--- src/rtl/core/orec_ram.sv ---
// ============================================================================
// orec_ram
// Generic single-write, single-read RAM with a registered read port.
// ============================================================================
`default_nettype none

module orec_ram #(
    parameter int WIDTH = 8,
    parameter int DEPTH = 16
) (
    input  wire logic                     i_clk,
    input  wire logic                     i_we,
    input  wire logic [$clog2(DEPTH)-1:0] i_waddr,
    input  wire logic [WIDTH-1:0]         i_wdata,
    input  wire logic                     i_re,
    input  wire logic [$clog2(DEPTH)-1:0] i_raddr,
    output logic      [WIDTH-1:0]         o_rdata
);

    logic [WIDTH-1:0] r_mem [DEPTH];

    always_ff @(posedge i_clk) begin
        if (i_we) begin
            r_mem[i_waddr] <= i_wdata;
        end
        if (i_re) begin
            o_rdata <= r_mem[i_raddr];
        end
    end

endmodule

`default_nettype wire

--- config.mk ---
export PLATFORM = sky130hd
export DESIGN_NAME = orec_ram
export DESIGN_NICKNAME = d
export VERILOG_FILES = /design/src/rtl/core/orec_ram.sv
export SDC_FILE = /design/constraint.sdc
export NUM_CORES = 1
export LEC_CHECK = 0
export BUFFER_PORTS_ARGS = -buffer_cell sky130_fd_sc_hd__clkbuf_2
export CAP_MARGIN = 15
export CORE_MARGIN = 2
export CORE_UTILIZATION = 25
export CTS_CLUSTER_DIAMETER = 120
export CTS_CLUSTER_SIZE = 30
export DETAILED_ROUTE_END_ITERATION = 6
export PLACE_DENSITY = 0.4
export SLEW_MARGIN = 30
export SYNTH_ARGS = -nofsm -noshare
export SYNTH_HDL_FRONTEND = slang
export SYNTH_SLANG_ARGS = --single-unit
--- constraint.sdc ---
create_clock -name i_clk -period 1.9 [get_ports i_clk]
set_input_delay 0.19 -clock i_clk [delete_from_list [all_inputs] [get_ports i_clk]]
set_output_delay 0.19 -clock i_clk [all_outputs]
set_load 0.05 [all_outputs]
==> impl_metrics.py <==
metrics = {
    "setup_path": {
        "cpMaxStageDelayCell": "mux4_1",
        "crit_type": "flop to flop",
        "required_ns": 2.05,
        "cp_num_buf_inv": 0,
        "crit_chain": "mux4_1 -> a22oi_1 -> nand2_1",
        "cp_max_fo": 1,
        "startpoint_type": "flop",
        "path_delay_family": "multiplexers",
        "arrival_ns": 1.74,
        "critical-path-max-stage-delay_ns": 0.53,
        "crit_path_end_kind": "flop",
    },
    "synthesis": {
        "yosys.area_share.simple_pct": 3.135,
        "yosys.area.top_type": "edfxtp_1",
        "ys_ff_latch": 136,
        "syn-cell-area_um2": 5228,
        "synthMuxAreaShare_pct": 14.79,
        "synth_top_area_share_pct": 78.12,
        "ys_warn_count": 0,
        "synthesis.nets": 248,
        "synth_xor_area_share_pct": 0,
        "synth_cell_types": 18,
        "synth_top_family_by_area": "multiplexers",
        "synth-seq-area-share_pct": 78.12,
        "yosys.area_share.adder_pct": 0,
        "synthCells": 229,
        "synth_compound_gate_area_share_pct": 2.298,
        "syn_area_per_cell_um2": 22.83,
        "synthTopCellsByArea": "edfxtp_1 78%, mux4_2 7.8%, mux4_1 7.0%, a22oi_1 2.3%, nor2_1 0.93%",
    },
    "place": {
        "post-place-ws_ns": 0.03984,
        "dpl.hpwl_mm": 7.701,
        "gp_congestion": 0.7151,
        "port_buffers": 26,
        "dp_cells": 539,
    },
    "sta": {
        "worstMarginPinSlew_ns": 0.4364,
        "fin_tns_setup_ns": 0,
        "fin_skew_ns": 0.004192,
        "slew_headroom_pct": 70.80,
        "period_share_pct": 83.58,
        "worst_slack_ns": 0.3119,
        "finalMaxSlewViolations": 0,
        "max_clock_freq_mhz": 629.7,
        "final_hold_viol_count": 0,
        "hold_slack_ns": 0.1924,
        "period_needed_ns": 1.588,
        "rsz0062_at_grt": "false",
        "setup_violations": 0,
    },
    "clock_network": {
        "cts_hold_buf": 0,
        "numClockSinks": 136,
        "cts_resized": 0,
        "clk_pin_slew_ns": 0.06,
        "clk_latency_ns": 0.41,
        "numCtsBuffers": 17,
        "clockBufferDepth": 2,
        "root_buffer": "clkbuf_16",
        "tritoncts": "done",
        "htree_levels": 4,
        "post_cts_buffers": 0,
    },
    "routing": {
        "route.detailed.drc": 0,
        "dr.pass1.iters": 6,
        "num_vias": 2485,
        "viasPerCell": 4.352,
        "antenna_left": 0,
        "routed_wl_mm": 11.76,
        "initialDrtViolationCount": 180,
        "wire_per_inst_um": 20.59,
    },
    "global_routing": {
        "grt_pass1_vias": 2598,
        "grt_overflow": 0,
        "grt_max_degree": 25,
        "grtUsageTotal_pct": 11.25,
        "grt_pass1_wl_mm": 16.97,
        "antenna_found_initial": 0,
    },
    "pwr": {
        "p_leak_uw": 0.002095,
        "ir_drop_v": 0.0004066,
        "powerDensity_nw_per_um2": 1053,
    },
    "die": {
        "die_area_um2": 22080,
        "floorplan.initialDensity_pct": 25.67,
        "fp.dieH_um": 148.6,
        "pin_count": 27,
        "die_w_um": 148.6,
        "coreArea_um2": 20360,
        "fp-row-count": 52,
    },
    "min_path": {
        "hp-class": "input pin to flop",
    },
    "cells_and_area": {
        "drive_gt1_share_pct": 31.00,
        "final_core_util_pct": 31.11,
        "nets": 307,
        "layout.cells.non_filler": 571,
        "area_delta_synth_final_pct": 21.21,
    },
    "flow_run": {
        "max_cap_viol_count": 0,
    },
    "outcome": {
        "status": "complete, no violations",
    },
}
layout make-up:
cell class,count,area [µm²]
fill,1964,14030
sequential,136,4084
multi-input combinational,83,1057
clock buffer,19,432.9
tap,270,337.8
timing repair buffer,50,335.3
clock inverter,12,86.33
antenna,1,2.502
cell families (layout without fill, tap and decap cells):
logic type | count (synthesis) | after routing
AOI/OAI and AO/OA | 16 | 16
buffers and inverters | 10 | 81
DFF | 136 | 136
muxes | 32 | 32
other | 0 | 1
and+or+nand+nor | 35 | 35
power by group:
part | switching, µW | total [µW] | internal, µW
combinational | 237 | 375 | 138
clock | 1140 | 2890 | 1750
sequential | 20.0 | 3400 | 3380
final timing paths:
| check | start | end | slack, ns | depth (start not counted) |
|---|---|---|---|---|
| worst max-delay path | r_mem[9][4] | o_rdata[4] | 0.31 | 3 |
| worst min-delay path | i_wdata[2] | r_mem[3][2] | 0.19 | 1 |
| worst max register to register | r_mem[9][4] | o_rdata[4] | 0.31 | 3 |
| worst min register to register | r_mem[14][0] | o_rdata[0] | 0.74 | 3 |
layout by cell type (no fill, tap or decap):
master,count
nand3b_1,2
diode_2,1
a22oi_1,16
buf_12,2
nor2b_1,1
clkinv_1,5
bufinv_16,1
nand2b_1,2
and2_1,1
buf_4,22
or3b_2,1
clkinv_2,3
nor2_1,13
clkbuf_16,17
nand2_1,9
mux4_2,18
clkinvlp_4,3
edfxtp_1,136
mux4_1,14
clkbuf_2,26
and2b_1,1
nand3_1,1
clkbuf_1,2
nor3_1,4
flip-flops by register name, indices dropped and copies added (netlist names):
name	flops
o_rdata	8
r_mem	128
synthesized netlist by cell type (all sizes together):
cell type and number:
buf 7, nand2 9, nand3b 2, nand3 1, and2b 1, nand2b 2
or3b 1, nor2b 1, edfxtp 136, clkdlybuf4s25 3, mux4 32, and2 1
a22oi 16, nor2 13, nor3 4
metrics by stage:
step | area, µm² | total power, µW
floorplan | 5228 | 3678
global placement | 5814 | 3846
detailed placement | 5814 | 3849
CTS | 6334 | 6746
global route | 6334 | 6883
finish | 6336 | 6671
routing by layer:
layer / share of wire (%) / wire length (µm) / GRT usage (%) / up-vias
li1: - / - / - / 1100
met1: 45 / 5247 / 14.65 / 1303
met3: 5.1 / 597 / 3.374 / 19
met4: 1.9 / 223 / 4.571 / 0
met2: 48 / 5689 / 17.66 / 63
met5: 0 / 0 / 0 / -
Note: power is estimated with default switching activity, not from simulation.
